==> src/rtl/gplm_pkg.sv <==
// Shared types and constants for the genotype pair locus matcher.
package gplm_pkg;

   localparam int ALLELE_W = 10;
   localparam int SCORE_W  = 2;
   localparam int COUNT_W  = 7;
   localparam int NUM_TALLY = 5;

   // Special allele codes
   localparam logic [ALLELE_W-1:0] RARE_CODE = 10'd990;
   localparam logic [ALLELE_W-1:0] WILD_CODE = 10'd0;

   // Locus score values
   localparam logic [SCORE_W-1:0] SCORE_NONE    = 2'd0;
   localparam logic [SCORE_W-1:0] SCORE_PARTIAL = 2'd1;
   localparam logic [SCORE_W-1:0] SCORE_FULL    = 2'd2;

   // Configuration register indexes
   localparam logic CSR_RARE_MODE       = 1'b0;
   localparam logic CSR_WILDCARD_EFFECT = 1'b1;

   // Tally slots in the bump vector
   localparam int TALLY_FULL     = 0;
   localparam int TALLY_PARTIAL  = 1;
   localparam int TALLY_NONE     = 2;
   localparam int TALLY_WFULL    = 3;
   localparam int TALLY_WPARTIAL = 4;

   typedef struct packed {
      logic [ALLELE_W-1:0] allele_a_first;
      logic [ALLELE_W-1:0] allele_a_second;
      logic [ALLELE_W-1:0] allele_b_first;
      logic [ALLELE_W-1:0] allele_b_second;
      logic                last_locus;
   } req_word_type;

   typedef struct packed {
      logic [SCORE_W-1:0] locus_score;
      logic [COUNT_W-1:0] full_count;
      logic [COUNT_W-1:0] partial_count;
      logic [COUNT_W-1:0] none_count;
      logic [COUNT_W-1:0] wild_full_count;
      logic [COUNT_W-1:0] wild_partial_count;
      logic               pair_done;
   } rsp_word_type;

   // Classifier verdict for one locus
   typedef struct packed {
      logic [SCORE_W-1:0]   score;
      logic [NUM_TALLY-1:0] bump;
   } match_type;

   typedef struct packed {
      logic [COUNT_W-1:0] full_count;
      logic [COUNT_W-1:0] partial_count;
      logic [COUNT_W-1:0] none_count;
      logic [COUNT_W-1:0] wild_full_count;
      logic [COUNT_W-1:0] wild_partial_count;
   } counts_type;

endpackage

==> src/rtl/gplm_req_if.sv <==
// Request channel: valid/ready handshake carrying one locus word.
interface gplm_req_if;
   import gplm_pkg::*;

   logic         valid;
   logic         ready;
   req_word_type data;

   modport source (output valid, output data, input ready);
   modport sink   (input valid, input data, output ready);
endinterface

==> src/rtl/gplm_rsp_if.sv <==
// Response channel: valid/ready handshake carrying one result word.
interface gplm_rsp_if;
   import gplm_pkg::*;

   logic         valid;
   logic         ready;
   rsp_word_type data;

   modport source (output valid, output data, input ready);
   modport sink   (input valid, input data, output ready);
endinterface

==> src/rtl/genotype_pair_locus_matcher.sv <==
// Top level of the genotype pair locus matcher: input stage, scoring, result stage.
//
//   channel  dir  handshake            word
//   req_if   in   valid/ready          four allele codes, last_locus
//   rsp_if   out  valid/ready          locus score, five tallies, pair_done
//   csr_*    in   csr_write_en only    rare_mode (index 0), wildcard_effect (index 1)
//
// One locus per cycle sustained while results are taken; a taken word goes to the input
// register, then to the result register (scoring and tally update run between the two).
// Reset clears the mode bits, the tallies and both valid flags.
// A stalled result holds the result register; the input register keeps taking a
// word as long as it empties into the result stage in the same cycle.
module genotype_pair_locus_matcher #(
   parameter int MAX_LOCI = 64
) (
   input  logic        clock,
   input  logic        reset,
   gplm_req_if.sink    req_if,
   gplm_rsp_if.source  rsp_if,
   input  logic        csr_write_en,
   input  logic        csr_index,
   input  logic        csr_write_data
);
   import gplm_pkg::*;

   // Configuration registers
   logic rare_mode_ff, wildcard_effect_ff;

   always_ff @(posedge clock) begin
      if (reset) begin
         rare_mode_ff       <= 1'b0;
         wildcard_effect_ff <= 1'b0;
      end else if (csr_write_en) begin
         unique case (csr_index)
            CSR_RARE_MODE:       rare_mode_ff       <= csr_write_data;
            CSR_WILDCARD_EFFECT: wildcard_effect_ff <= csr_write_data;
            default:             ;
         endcase
      end
   end

   // Stage control
   logic         in_valid_ff, out_valid_ff;
   req_word_type in_word_ff;
   rsp_word_type out_word_ff, out_word_in;
   logic         advance;

   assign advance      = in_valid_ff && (!out_valid_ff || rsp_if.ready);
   assign req_if.ready = !in_valid_ff || advance;

   // Input register
   always_ff @(posedge clock) begin
      if (reset) begin
         in_valid_ff <= 1'b0;
      end else if (req_if.ready) begin
         in_valid_ff <= req_if.valid;
      end
   end

   always_ff @(posedge clock) begin
      if (req_if.valid && req_if.ready) in_word_ff <= req_if.data;
   end

   // Scoring and tallies
   match_type  match;
   counts_type counts;

   gplm_classify u_classify (
      .rare_mode       (rare_mode_ff),
      .wildcard_effect (wildcard_effect_ff),
      .word            (in_word_ff),
      .match           (match)
   );

   gplm_tally #(.MAX_LOCI(MAX_LOCI)) u_tally (
      .clock      (clock),
      .reset      (reset),
      .advance    (advance),
      .last_locus (in_word_ff.last_locus),
      .match      (match),
      .counts     (counts)
   );

   always_comb begin
      out_word_in.locus_score        = match.score;
      out_word_in.full_count         = counts.full_count;
      out_word_in.partial_count      = counts.partial_count;
      out_word_in.none_count         = counts.none_count;
      out_word_in.wild_full_count    = counts.wild_full_count;
      out_word_in.wild_partial_count = counts.wild_partial_count;
      out_word_in.pair_done          = in_word_ff.last_locus;
   end

   // Result register
   always_ff @(posedge clock) begin
      if (reset) begin
         out_valid_ff <= 1'b0;
      end else if (advance) begin
         out_valid_ff <= 1'b1;
      end else if (rsp_if.ready) begin
         out_valid_ff <= 1'b0;
      end
   end

   always_ff @(posedge clock) begin
      if (advance) out_word_ff <= out_word_in;
   end

   assign rsp_if.valid = out_valid_ff;
   assign rsp_if.data  = out_word_ff;

endmodule

==> src/rtl/gplm_classify.sv <==
// Per-locus comparison rules: rare-allele and wildcard scoring.
module gplm_classify (
   input  logic                  rare_mode,
   input  logic                  wildcard_effect,
   input  gplm_pkg::req_word_type word,
   output gplm_pkg::match_type   match
);
   import gplm_pkg::*;

   logic [ALLELE_W-1:0] a1, a2, b1, b2;
   logic                ahom, bhom;

   assign a1   = word.allele_a_first;
   assign a2   = word.allele_a_second;
   assign b1   = word.allele_b_first;
   assign b2   = word.allele_b_second;
   assign ahom = (a1 == a2);
   assign bhom = (b1 == b2);

   // Rare-allele rules
   logic [SCORE_W-1:0] rare_s;

   always_comb begin
      logic                ar, br, a1in, a2in, rhom, ohom;
      logic [ALLELE_W-1:0] r1, r2, o1, o2;
      ar   = (a1 == RARE_CODE) || (a2 == RARE_CODE);
      br   = (b1 == RARE_CODE) || (b2 == RARE_CODE);
      a1in = (a1 == b1) || (a1 == b2);
      a2in = (a2 == b1) || (a2 == b2);
      r1   = ar ? a1 : b1;
      r2   = ar ? a2 : b2;
      o1   = ar ? b1 : a1;
      o2   = ar ? b2 : a2;
      rhom = ar ? ahom : bhom;
      ohom = ar ? bhom : ahom;
      rare_s = SCORE_NONE;
      if (!ar && !br) begin
         if (ahom && bhom)    rare_s = (a1 == b1) ? SCORE_FULL : SCORE_NONE;
         else if (ahom)       rare_s = a1in ? SCORE_PARTIAL : SCORE_NONE;
         else if (bhom)       rare_s = ((a1 == b1) || (a2 == b1)) ? SCORE_PARTIAL
                                                                  : SCORE_NONE;
         else if (a1in && a2in) rare_s = SCORE_FULL;
         else if (a1in || a2in) rare_s = SCORE_PARTIAL;
         else                 rare_s = SCORE_NONE;
      end else if (ar != br) begin
         if (rhom) begin
            rare_s = SCORE_FULL;
         end else if (r1 == RARE_CODE) begin
            if (ohom)
               rare_s = (r2 == o1) ? SCORE_PARTIAL
                      : ((r2 < o1) ? SCORE_NONE : SCORE_PARTIAL);
            else if (r2 == o1)              rare_s = SCORE_PARTIAL;
            else if (r2 == o2)              rare_s = SCORE_FULL;
            else if ((r2 < o1) && (r2 < o2)) rare_s = SCORE_NONE;
            else                            rare_s = SCORE_PARTIAL;
         end else begin
            if (ohom)
               rare_s = (r1 == o1) ? SCORE_PARTIAL
                      : ((r1 < o1) ? SCORE_PARTIAL : SCORE_NONE);
            else if (r1 == o1)              rare_s = SCORE_FULL;
            else if (r1 == o2)              rare_s = SCORE_PARTIAL;
            else if ((r1 < o1) || (r1 < o2)) rare_s = SCORE_PARTIAL;
            else                            rare_s = SCORE_NONE;
         end
      end else begin
         if (ahom || bhom) begin
            rare_s = SCORE_FULL;
         end else if (a2 == RARE_CODE) begin
            if (b2 == RARE_CODE) rare_s = (a1 == b1) ? SCORE_FULL : SCORE_PARTIAL;
            else                 rare_s = (a1 <= b2) ? SCORE_PARTIAL : SCORE_NONE;
         end else begin
            if (b2 == RARE_CODE)
               rare_s = (a2 == b1) ? SCORE_FULL
                      : ((a2 < b1) ? SCORE_NONE : SCORE_PARTIAL);
            else
               rare_s = (a2 == b2) ? SCORE_FULL : SCORE_PARTIAL;
         end
      end
   end

   // Wildcard rules: plain score, wildcard score and tally bumps
   logic [SCORE_W-1:0]   wild_sc, wild_fs;
   logic [NUM_TALLY-1:0] wild_bump;

   always_comb begin
      logic we, hit;
      we        = wildcard_effect;
      hit       = 1'b0;
      wild_sc   = SCORE_NONE;
      wild_fs   = SCORE_NONE;
      wild_bump = '0;
      if (ahom) begin
         if (a1 == WILD_CODE) begin
            wild_bump[TALLY_WFULL] = 1'b1;
            wild_fs = SCORE_FULL;
         end else if (bhom) begin
            if (b1 == WILD_CODE) begin
               wild_bump[TALLY_WFULL] = 1'b1;
            end else if (a1 == b1) begin
               wild_bump[TALLY_FULL]  = 1'b1;
               wild_sc = SCORE_FULL;
               wild_bump[TALLY_WFULL] = we;
            end else if (we) begin
               wild_bump[TALLY_WPARTIAL] = 1'b1;
               wild_sc = SCORE_PARTIAL;
            end
         end else if (b1 == WILD_CODE) begin
            if (a1 == b2) begin
               wild_bump[TALLY_WFULL] = 1'b1;
               wild_sc = SCORE_FULL;
            end else begin
               wild_bump[TALLY_WPARTIAL] = 1'b1;
               wild_sc = SCORE_PARTIAL;
            end
         end else if ((a1 == b1) || (a1 == b2)) begin
            wild_bump[TALLY_PARTIAL] = 1'b1;
            wild_sc = SCORE_PARTIAL;
            if (we) begin
               wild_bump[TALLY_WFULL] = 1'b1;
               wild_fs = SCORE_FULL;
            end
         end else if (we) begin
            wild_bump[TALLY_WPARTIAL] = 1'b1;
            wild_fs = SCORE_PARTIAL;
         end
      end else if (a1 == WILD_CODE) begin
         if (bhom)                 hit = (b1 == WILD_CODE) || (a2 == b1);
         else if (b1 == WILD_CODE) hit = (a2 == b2);
         else                      hit = (a2 == b1) || (a2 == b2);
         if (hit) begin
            wild_bump[TALLY_WFULL] = 1'b1;
            wild_fs = SCORE_FULL;
         end else begin
            wild_bump[TALLY_WPARTIAL] = 1'b1;
            wild_fs = SCORE_PARTIAL;
         end
      end else if (bhom) begin
         if (b1 == WILD_CODE) begin
            wild_bump[TALLY_WFULL] = 1'b1;
            wild_fs = SCORE_FULL;
         end else if ((a1 == b1) || (a2 == b1)) begin
            wild_bump[TALLY_PARTIAL] = 1'b1;
            wild_sc = SCORE_PARTIAL;
            if (we) begin
               wild_bump[TALLY_WFULL] = 1'b1;
               wild_fs = SCORE_FULL;
            end
         end else if (we) begin
            wild_bump[TALLY_WPARTIAL] = 1'b1;
            wild_fs = SCORE_PARTIAL;
         end
      end else if (b1 == WILD_CODE) begin
         if ((a1 == b2) || (a2 == b2)) begin
            wild_bump[TALLY_WFULL] = 1'b1;
            wild_fs = SCORE_FULL;
         end else begin
            wild_bump[TALLY_WPARTIAL] = 1'b1;
            wild_fs = SCORE_PARTIAL;
         end
      end else if ((a1 == b1) && (a2 == b2)) begin
         wild_bump[TALLY_FULL] = 1'b1;
         wild_sc = SCORE_FULL;
         if (we) begin
            wild_bump[TALLY_WFULL] = 1'b1;
            wild_fs = SCORE_FULL;
         end
      end else if (((a1 == b1) && (a2 != b2)) || ((a1 == b2) && (a2 != b1)) ||
                   ((a1 != b1) && (a2 == b2)) || ((a1 != b2) && (a2 == b1))) begin
         wild_bump[TALLY_PARTIAL] = 1'b1;
         wild_sc = SCORE_PARTIAL;
         if (we) begin
            wild_bump[TALLY_WPARTIAL] = 1'b1;
            wild_fs = SCORE_PARTIAL;
         end
      end
   end

   // Mode select; rare mode with wildcard effect reports an unset score
   always_comb begin
      match = '0;
      if (rare_mode) begin
         match.score = wildcard_effect ? SCORE_NONE : rare_s;
         match.bump[TALLY_FULL]    = (rare_s == SCORE_FULL);
         match.bump[TALLY_PARTIAL] = (rare_s == SCORE_PARTIAL);
         match.bump[TALLY_NONE]    = (rare_s != SCORE_FULL) && (rare_s != SCORE_PARTIAL);
      end else begin
         match.score = wildcard_effect ? wild_fs : wild_sc;
         match.bump  = wild_bump;
      end
   end

endmodule

==> src/rtl/gplm_tally.sv <==
// Saturating per-pair tallies, cleared after the last locus of a pair.
module gplm_tally #(
   parameter int MAX_LOCI = 64
) (
   input  logic                clock,
   input  logic                reset,
   input  logic                advance,
   input  logic                last_locus,
   input  gplm_pkg::match_type match,
   output gplm_pkg::counts_type counts
);
   import gplm_pkg::*;

   localparam int LIM_W   = $clog2(MAX_LOCI + 1);
   localparam int TALLY_W = (LIM_W > COUNT_W) ? LIM_W : COUNT_W;
   localparam logic [TALLY_W-1:0] LIMIT = TALLY_W'(MAX_LOCI);

   logic [TALLY_W-1:0] tally_ff [NUM_TALLY];
   logic [TALLY_W-1:0] tally_in [NUM_TALLY];

   // Saturating increment per tally
   always_comb begin
      for (int i = 0; i < NUM_TALLY; i++) begin
         if (match.bump[i] && (tally_ff[i] < LIMIT))
            tally_in[i] = tally_ff[i] + TALLY_W'(1);
         else
            tally_in[i] = tally_ff[i];
      end
   end

   // Updated counts go out with this locus; a pair end clears them after
   always_ff @(posedge clock) begin
      if (reset) begin
         for (int i = 0; i < NUM_TALLY; i++) tally_ff[i] <= '0;
      end else if (advance) begin
         for (int i = 0; i < NUM_TALLY; i++)
            tally_ff[i] <= last_locus ? '0 : tally_in[i];
      end
   end

   assign counts.full_count         = tally_in[TALLY_FULL][COUNT_W-1:0];
   assign counts.partial_count      = tally_in[TALLY_PARTIAL][COUNT_W-1:0];
   assign counts.none_count         = tally_in[TALLY_NONE][COUNT_W-1:0];
   assign counts.wild_full_count    = tally_in[TALLY_WFULL][COUNT_W-1:0];
   assign counts.wild_partial_count = tally_in[TALLY_WPARTIAL][COUNT_W-1:0];

endmodule
==> src/flat_wrapper.sv <==
// flat-port wrapper written by rule: the top's interface ports become plain ports
module genotype_pair_locus_matcher_flat import gplm_pkg::*;
#(
   parameter int MAX_LOCI = 64
)
  (clock, reset, csr_write_en, csr_index, csr_write_data, req_if_valid, req_if_data, req_if_ready, rsp_if_valid, rsp_if_data, rsp_if_ready);
  gplm_req_if req_if_i ();
  gplm_rsp_if rsp_if_i ();
  input  logic clock;
  input  logic reset;
  input  logic csr_write_en;
  input  logic csr_index;
  input  logic csr_write_data;
  input wire logic [$bits(req_if_i.valid)-1:0] req_if_valid;
  input wire logic [$bits(req_if_i.data)-1:0] req_if_data;
  output wire logic [$bits(req_if_i.ready)-1:0] req_if_ready;
  output wire logic [$bits(rsp_if_i.valid)-1:0] rsp_if_valid;
  output wire logic [$bits(rsp_if_i.data)-1:0] rsp_if_data;
  input wire logic [$bits(rsp_if_i.ready)-1:0] rsp_if_ready;
  assign req_if_i.valid = req_if_valid;
  assign req_if_i.data = req_if_data;
  assign req_if_ready = req_if_i.ready;
  assign rsp_if_valid = rsp_if_i.valid;
  assign rsp_if_data = rsp_if_i.data;
  assign rsp_if_i.ready = rsp_if_ready;
  genotype_pair_locus_matcher #(.MAX_LOCI(MAX_LOCI)) u_core (.clock(clock), .reset(reset), .req_if(req_if_i), .rsp_if(rsp_if_i), .csr_write_en(csr_write_en), .csr_index(csr_index), .csr_write_data(csr_write_data));
endmodule
==> config.mk <==
export PLATFORM = sky130hd
export DESIGN_NAME = genotype_pair_locus_matcher_flat
export DESIGN_NICKNAME = d
export VERILOG_FILES = /design/src/rtl/gplm_pkg.sv /design/src/rtl/gplm_req_if.sv /design/src/rtl/gplm_rsp_if.sv /design/src/rtl/genotype_pair_locus_matcher.sv /design/src/rtl/gplm_classify.sv /design/src/rtl/gplm_tally.sv /design/src/flat_wrapper.sv
export SDC_FILE = /design/constraint.sdc
export NUM_CORES = 1
export LEC_CHECK = 0
export ABC_AREA = 1
export BUFFER_PORTS_ARGS = -buffer_cell sky130_fd_sc_hd__buf_4
export CORE_MARGIN = 2
export CORE_UTILIZATION = 60
export CTS_CLUSTER_SIZE = 25
export DETAILED_ROUTE_END_ITERATION = 10
export PLACE_DENSITY_LB_ADDON = 0.1
export SLEW_MARGIN = 20
export SYNTH_ARGS = -nofsm -noshare
export SYNTH_HDL_FRONTEND = slang
export SYNTH_SLANG_ARGS = --single-unit
==> constraint.sdc <==
create_clock -name clock -period 6.9 [get_ports clock]
set_input_delay 1.38 -clock clock [delete_from_list [all_inputs] [get_ports clock]]
set_output_delay 1.38 -clock clock [all_outputs]
set_load 0.02 [all_outputs]
======== Word level (Yosys, flattened, before mapping) ========
Memory sizes are Yosys's and may differ from the RTL's.
Index checks and enable logic that the tools add are counted.
storage, ports and cells
  bits in writable memories ............... 35
  memories kept ........................... 1
  output and inout port bits .............. 40
  logic and storage cells ................. 243
  input bits .............................. 48
  register bits after elaboration ......... 83
memories
  name                     depth  bits a word  rd ports  clocked after Yosys merged registers in  wr ports  line              source
  u_core.u_tally.tally_ff  5      7            5         0                                        5         gplm_tally.sv:18  logic [TALLY_W-1:0] tally_ff [NUM_TALLY];
cells by class
  bitwise operators ....................... 6
  add/sub/neg operators ................... 5
  order comparisons ....................... 11
  mux-type cells .......................... 139
  reductions and logical operators ........ 41
  equal/unequal tests ..................... 24
operators by type and width
  kind                    count
  $mux W2                 57
  $mux W7                 15
  $eq A10 B10 Y1          10
  $mux W1                 62
  $eq A10 B10 Y1 const B  5
  $lt A10 B10 Y1          5
  $mux W10                4
  $ne A10 B10 Y1          4
  $add A7 B1 Y7 const B   5
  $lt A7 B7 Y1 const B    5
  $logic_not A10 Y1       2
  $logic_and A1 B1 Y1     17
  $logic_or A1 B1 Y1      15
  $le A10 B10 Y1          1
  $or A1 B1 Y1            5
  $logic_not A1 Y1        4
  $reduce_and A2 Y1       2
  $mux W3                 1
  $eq A2 B1 Y1 const B    1
  $eq A2 B2 Y1 const B    1
  $ne A2 B1 Y1 const B    1
  $ne A2 B2 Y1 const B    1
  $reduce_bool A2 Y1      1
  $ne A1 B1 Y1            1
  $not A1 Y1              1

======== Depth between registers and ports, before layout ========
Gate-level depths: netlist of the first run.
  depth in word-level cells ............... 20
  gate-level depth with buffers ........... 30
  mapped depth without buffers ............ 30

======== Hierarchy ========
From an unflattened synthesis of the first run, not the netlist that was laid out.
unflattened totals
  cells, all modules ...................... 1029
  area, all modules ....................... 8007.7 sq um
by module, submodules not included
  module                       times used  area an instance (sq um)  cells each  seq. area each (sq um)
  gplm_classify                1           3290.7                    644         0.0
  genotype_pair_locus_matcher  1           2549.9                    104         2452.4
  gplm_tally                   1           2167.1                    281         1051.0

======== Worst setup path before layout of the first run ========
Ideal clock, no wire load.
  path type ............................... register -> register
  start point ............................. register u_core.in_word_ff[36] in the netlist's numbering
  end point ............................... memory u_core.u_tally.tally_ff[0][18] in the netlist's numbering (data pin)
  arrival ................................. 3.490 ns
  setup time .............................. 0.266 ns
  clock period less this slack ............ 3.756 ns
  cell stages (with the launch flop) ...... 31
  buffers on the path ..................... 1
  setup slack ............................. 3.144 ns
  required time ........................... 6.634 ns
  cells stage by stage .................... edfxtp_1 > inv_2 > nand2_1 > nor2_2 > nand3_4 > nand2_4 > buf_6 > nor2_1 > a21oi_1 > inv_1 > ha_1 > nand2_1 > nor3_1 > nand4_1 > nand2_1 > nor2_1 > nand4_1 > nand3_2 > nor2_2 > nand3_1 > nand2_1 > nand2_1 > inv_1 > ha_1 > nand3_1 > nor3_1 > nand2_1 > inv_1 > or2_2 > nand2_1 > nor2_1
RTL lines
  element                 line                               source
  from (decl)             genotype_pair_locus_matcher.sv:44  req_word_type in_word_ff;
  from (signal assigned)  genotype_pair_locus_matcher.sv:61  if (req_if.valid && req_if.ready) in_word_ff <= req_if.data;
  to (decl)               gplm_tally.sv:18

==> results of run 1 <==
## sequential cells by signal, summed over array words and instances (netlist names)
name / cells
u_core.in_valid_ff: 1
u_core.in_word_ff: 41
u_core.rare_mode_ff: 1
u_core.rsp_if.data: 38
u_core.rsp_if.valid: 1
u_core.u_tally.tally_ff: 35
u_core.wildcard_effect_ff: 1
## metrics by stage
stage                     hold slack (ns)  total power (W)  instance area, um^2  setup WS [ns]    util
after floorplan                    0.4275         0.001050                 8088          3.144       -
after global placement             0.4880         0.001150                 8902          2.327  0.6749
after detailed placement           0.4909         0.001153                 8902          2.161  0.6749
after CTS                          0.5035         0.001979                 9460          2.106  0.7172
after global routing               0.5190         0.002050                 9460          1.504  0.7172
final                              0.5082         0.001975                 9460          1.990  0.7172
## routing by layer
metal	part of all wire	track usage	vias up
met5	0	0	-
met4	0.0098	0.07279	0
met3	0.11	0.08365	19
met2	0.42	0.4446	383
met1	0.46	0.4873	3306
li1	-	-	3585
## critical path, delay by kind of cell, from the launching register on
kind            cells  cell delay, ns
simple gates       21            2.82
fa+ha+maj           2            0.60
flops               1            0.51
buf+inv             5            0.44
compound gates      1            0.28
## cells in the final DEF, fill, tap and decap left out, types with 4 or more instances in the layout
cell       instances
buf_4             92
edfxtp_1         114
o211ai_1           9
nand2_2           18
nor2_1            73
clkinv_1           5
xnor2_1           12
o21a_1             6
nand4_1           36
nand2_1          310
inv_2             18
nand3b_1           4
nand3_1           72
nor3_1             9
ha_1              49
xor2_1            14
dfxtp_1            4
clkinv_4           4
nor4_1             4
clkbuf_16         17
inv_1            115
a21oi_1           53
nor2_2             8
o21ai_0           41
## logic make-up (layout without fill, tap and decap cells)
kind of cell | after synthesis | in the layout | share of synthesized area
AND/OR/NAND/NOR | 549 | 549 | 0.3028
buffers and inverters | 149 | 261 | 0.07580
flip-flops | 118 | 118 | 0.4332
AO/OA/AOI/OAI | 117 | 117 | 0.08230
adder cells (fa/ha/maj) | 49 | 49 | 0.07580
XOR/XNOR | 27 | 27 | 0.03017
## power breakdown
group	internal [W]	leakage, nW	switching [W]
registers	0.000835	1.17	0.0000450
logic	0.0000992	2.96	0.000170
clock network	0.000497	0.264	0.000330
## worst paths after layout
check        cells after the start                              to  slack [ns]
max                             29  u_core.u_tally.tally_ff[0][18]        1.99
min                              0           u_core.rsp_if.data[0]        0.51
max reg2reg                     29  u_core.u_tally.tally_ff[0][18]        1.99
min reg2reg                      0           u_core.rsp_if.data[0]        0.51
## final cells by class
cell class	count	area share
Sequential cell	118	0.3703
Clock buffer	18	0.04536
Timing Repair Buffer	92	0.07301
Tap cell	176	0.02328
Clock inverter	14	0.01362
Multi-Input combinational cell	742	0.4198
Inverter	137	0.05462
==> run summary, run 1 <==
outcome = complete, no violations
Slew @ Worst Pin = 0.5520 ns
Initial Util = 0.6132
vias in the first global route = 6629
area of the multi-input gates = 3971 um^2
post-synth cell types = 43
WP data required = 7.06 ns
slowest CP cell = edfxtp_1
largest net degree at the start of global routing = 40
drt pass-1 iters = 5
Yosys top cell area share = 0.4233
Die H = 120.1 um
Fillers = 1055
final WL = 22.12 mm
final setup TNS = 0 ns
Hold WC Path Type = reg2reg
vias per inst = 5.623
CP Capture Type = flip-flop
placed cells = 1265
first-pass GRT wire length = 34.96 mm
Post CTS Setup Buffer Count = 0
post-synthesis cell count = 1009
final worst path period need = 4.910 ns
Fin. Hold Viols = 0
Post-Synthesis Cell Area = 8088 um^2
area leader, netlist = edfxtp_1
DR WL/cell = 17.05 um
Max Buffers Root-to-Sink = 2
Slew Limit Fails = 0
Crit. Startpoint = u_core.in_word_ff[21]
async set-reset flop share out of synthesis = 0
register area = 3503 um^2
crit-path max cell delay = 0.51 ns
synth cell count leaders = nand2_1, inv_1, edfxtp_1
CTS tree = built
ranking of synthesized cells by area = edfxtp_1, nand2_1, ha_1
# clock sinks = 118
post-route ant nets = 0
die width = 120.1 um
Non-Filler Instances = 1297
FF+latch count, synth = 118
critical path launch point type = flip-flop
LEAKAGE = 4.395 nW
area grow syn2layout = 16.97%
Vias = 7293
critical path class = reg2reg
final setup violation count = 0
I/O Buffers = 87
Ports = 88
Final nets = 1205
GPL Wtd Cong = 1.043
Yosys warnings = 0
final worst path period share = 0.7115
Most used DFF post-synth = edfxtp_1
max-cap violations = 0
CTS Buf Count = 17
Die Area = 14420 um^2
Power Dens Cells = 208.8 nW/um^2
crit-path most repeated cell = nand2_1
Rows = 42
Setup Skew = 0.006546 ns
Root Driver = clkbuf_16
Clock Latency Late Sink = 0.42 ns
peak supply drop = 0.2553 mV
initial antenna violation count = 0
DRC = 0
Tot GR Track Use = 0.3164
RSZ-0062 raised after global routing = no
EDFF count, synth = 114
Hold Crit Start = u_core.in_word_ff[0]
cts hold-fix bufs = 0
FMAX = 203.7 MHz
post-synthesis sequential area ratio = 0.4332
DRT iter0 DRCs = 753
Antenna diodes = 0
worst-path fanout max = 35
CTS clk-pin slew, worst paths = 0.06 ns
post-synth net total = 1106
gr ovfl total = 0
r2r startpoint = u_core.in_word_ff[21]
layout cells sized above 1 = 0.1615
CTS H-tree lvls = 4
syn avg cell area = 8.016 um^2
Core ar. = 13190 um^2
CTS resizes = 0
Slew HR = 0.6307
count leader, synth = nand2_1
dpl hpwl = 16.53 mm
Worst EP arrival = 5.07 ns
(Power assumes the default switching activity.)
==> run 2: changes to the inputs <==
==> constraint.sdc (replaced) <==
create_clock -name clock -period 4.6 [get_ports clock]
set_input_delay 0.92 -clock clock [delete_from_list [all_inputs] [get_ports clock]]
set_output_delay 0.92 -clock clock [all_outputs]
set_load 0.02 [all_outputs]
==> run 2 against run 1 <==
Against the previous run:
- largest cell class unchanged
- utilization up 1.8 points
- routed wire length down 3.4%
- via count up 3.5%
- critical path type unchanged
- critical endpoint is now u_core.u_tally.tally_ff[0][19]
==> run summary, run 2 (synthesis results as in run 1) <==
outcome = complete, no violations
area post-placement = 9040 um^2 (+1.5%)
vias in the first global route = 6877 (+3.7%)
crit-path max cell delay = 0.49 ns (-0.02 ns)
Die H = 120.1 um (unchanged)
Rows = 42 (unchanged)
drt pass-1 iters = 6 (+1)
final instance area = 9693 um^2 (+2.5%)
Fin. Hold Viols = 0 (unchanged)
peak supply drop = 0.3400 mV (+33%)
CTS Buf Count = 17 (unchanged)
CP endpoint = u_core.u_tally.tally_ff[0][19]
register name with the most flops = u_core.in_word_ff
Pwr Total = 0.002909 W (+47%)
first-pass GRT wire length = 33.96 mm (-2.9%)
die width = 120.1 um (unchanged)
DR WL/cell = 16.12 um (-5.4%)
# clock sinks = 118 (unchanged)
crit-path most repeated cell = nand2_1
final worst path period need = 4.344 ns (-0.5653 ns)
CTS H-tree lvls = 4 (unchanged)
Slew Limit Fails = 0 (unchanged)
Max Buffers Root-to-Sink = 2 (unchanged)
WP depth = 26 (-10%)
vias per inst = 5.697 (+1.3%)
DRT iter0 DRCs = 925 (+23%)
Die Area = 14420 um^2 (unchanged)
final WL = 21.37 mm (-3.4%)
Power Dens Cells = 300.1 nW/um^2 (+44%)
commonest non-fill, non-tap cell in the layout = nand2_1
gr ovfl total = 0 (unchanged)
worst reg2reg path endpoint = u_core.u_tally.tally_ff[0][19]
final setup violation count = 0 (unchanged)
CTS clk-pin slew, worst paths = 0.06 ns (about the same)
FMAX = 230.2 MHz (+13%)
dpl hpwl = 15.56 mm (-5.8%)
Setup Skew = 0.01511 ns (+0.008569 ns)
initial antenna violation count = 0 (unchanged)
max-cap violations = 0 (unchanged)
max reg flops = 41 (unchanged)
Worst EP arrival = 4.59 ns (-0.48 ns)
Reg2Reg Depth = 26 (-10%)
I/O Buffers = 87 (unchanged)
Vias = 7549 (+3.5%)
CP Capture Type = flip-flop
Clock Latency Late Sink = 0.42 ns (about the same)
Non-Filler Instances = 1325 (+2.2%)
Root Driver = clkbuf_16
LEAKAGE = 4.530 nW (+3.1%)
Buf/Inv on CP = 3 (-2)
Ports = 88 (unchanged)
critical path class = reg2reg
reg2reg setup slack = 0.26 ns (-1.73 ns)
placed cells = 1283 (+1.4%)
GPL Wtd Cong = 1.068 (+2.3%)
layout cells sized above 1 = 0.1871 (+0.02566)
final worst path period share = 0.9444 (+0.2329)
post-route ant nets = 0 (unchanged)
CTS tree = built
r2r startpoint = u_core.in_word_ff[36]
Slew HR = 0.4679 (-0.1628)
cts hold-fix bufs = 0 (unchanged)
WP data required = 4.84 ns (-2.22 ns)
area grow syn2layout = 19.85%
critical path launch point type = flip-flop
worst-path fanout max = 8 (-77%)
Core ar. = 13190 um^2 (unchanged)
Final nets = 1233 (+2.3%)
DRC = 0 (unchanged)
Largest delay share family, worst path = simple AND/OR/NAND/NOR gates
Hold WC Path Type = reg2reg
Tot GR Track Use = 0.3019 (-0.01452)
slowest CP cell = edfxtp_1
commonest cells after routing, fill and taps aside = nand2_1, buf_4, inv_1
hold_ws = 0.4956 ns (-0.01267 ns)
Post-Route Utilization = 0.7349 (+0.01764)
largest net degree at the start of global routing = 39 (-2.5%)
Slew @ Worst Pin = 0.7973 ns (+0.2453 ns)
Initial Util = 0.6132 (unchanged)
Crit. Startpoint = u_core.in_word_ff[36]
Antenna diodes = 0 (unchanged)
==> run 2: cell types whose count changed in the layout (fill, tap and decap cells not counted), sizes merged <==
cell    change
bufinv      -1
nand2       +1
clkinv      +2
clkbuf      -1
buf        +27
==> run 2: timing repair <==
action | CTS | global route
setup endpoints to repair | 0 | 8
resized for setup | 0 | 8
buffers inserted | 0 | 9
==> run 2: worst min path at each step <==
stage / start / to / slack [ns] / cells past startpoint
after floorplan: u_core.in_word_ff[0] / u_core.rsp_if.data[0] / 0.43 / 0
after global placement: u_core.in_word_ff[0] / u_core.rsp_if.data[0] / 0.48 / 0
after detailed placement: u_core.in_word_ff[0] / u_core.rsp_if.data[0] / 0.47 / 0
after CTS: u_core.in_word_ff[0] / u_core.rsp_if.data[0] / 0.49 / 0
after global routing: u_core.in_word_ff[0] / u_core.rsp_if.data[0] / 0.52 / 0
final: u_core.in_word_ff[0] / u_core.rsp_if.data[0] / 0.50 / 0
==> run 2: area by class of cell <==
type                    count  area (um^2)
well taps                 176        220.2
inverters                 137        516.7
clock inverters            15        106.4
multi-input cells         743         4028
repair buffers            119        893.4
fillers                  1014         3497
flip-flops and latches    118         3503
clock buffers              17        425.4
==> run 2: stage by stage <==
step | TNS, ns | setup WS (ns)
floorplan | 0 | 0.8442
global placement | 0 | 0.2683
detailed placement | 0 | 0.2344
CTS | 0 | 0.2132
global route | -0.01624 | -0.01624
finish | 0 | 0.2557
==> run 2: worst register-to-register path, stage by stage (launching register included) <==
cell	delay, ns
edfxtp_1	0.49
inv_2	0.13
nand2_1	0.07
nor2_2	0.16
nand3_4	0.22
nand2_8	0.17
nand2_1	0.05
o21ai_0	0.14
inv_1	0.14
ha_1	0.32
nand2_1	0.09
nor2_1	0.15
o211ai_1	0.10
o2111ai_1	0.10
a21oi_1	0.10
nor2_1	0.13
nand2_1	0.10
nand3_1	0.09
nand2_1	0.07
nand2_1	0.09
inv_1	0.05
ha_1	0.35
nand3_2	0.15
nor2_2	0.18
nand3_1	0.10
or2_2	0.30
a21oi_1	0.14
==> run 2: power breakdown <==
| part | switching, W | leakage [nW] | internal, W |
|---|---|---|---|
| sequential | 0.0000574 | 1.17 | 0.00125 |
| combinational | 0.000262 | 3.10 | 0.000161 |
| clock | 0.000490 | 0.255 | 0.000687 |
| total | 0.000810 | 4.53 | 0.00210 |
==> run 2: routing by layer <==
metal,share of wire,vias to the layer above,global-route usage,routed length [um]
met3,0.11,39,0.07985,2439
met5,0,-,0,0
met1,0.45,3449,0.4485,9530
met2,0.42,425,0.4276,8990
li1,-,3636,-,-
met4,0.019,0,0.1007,404
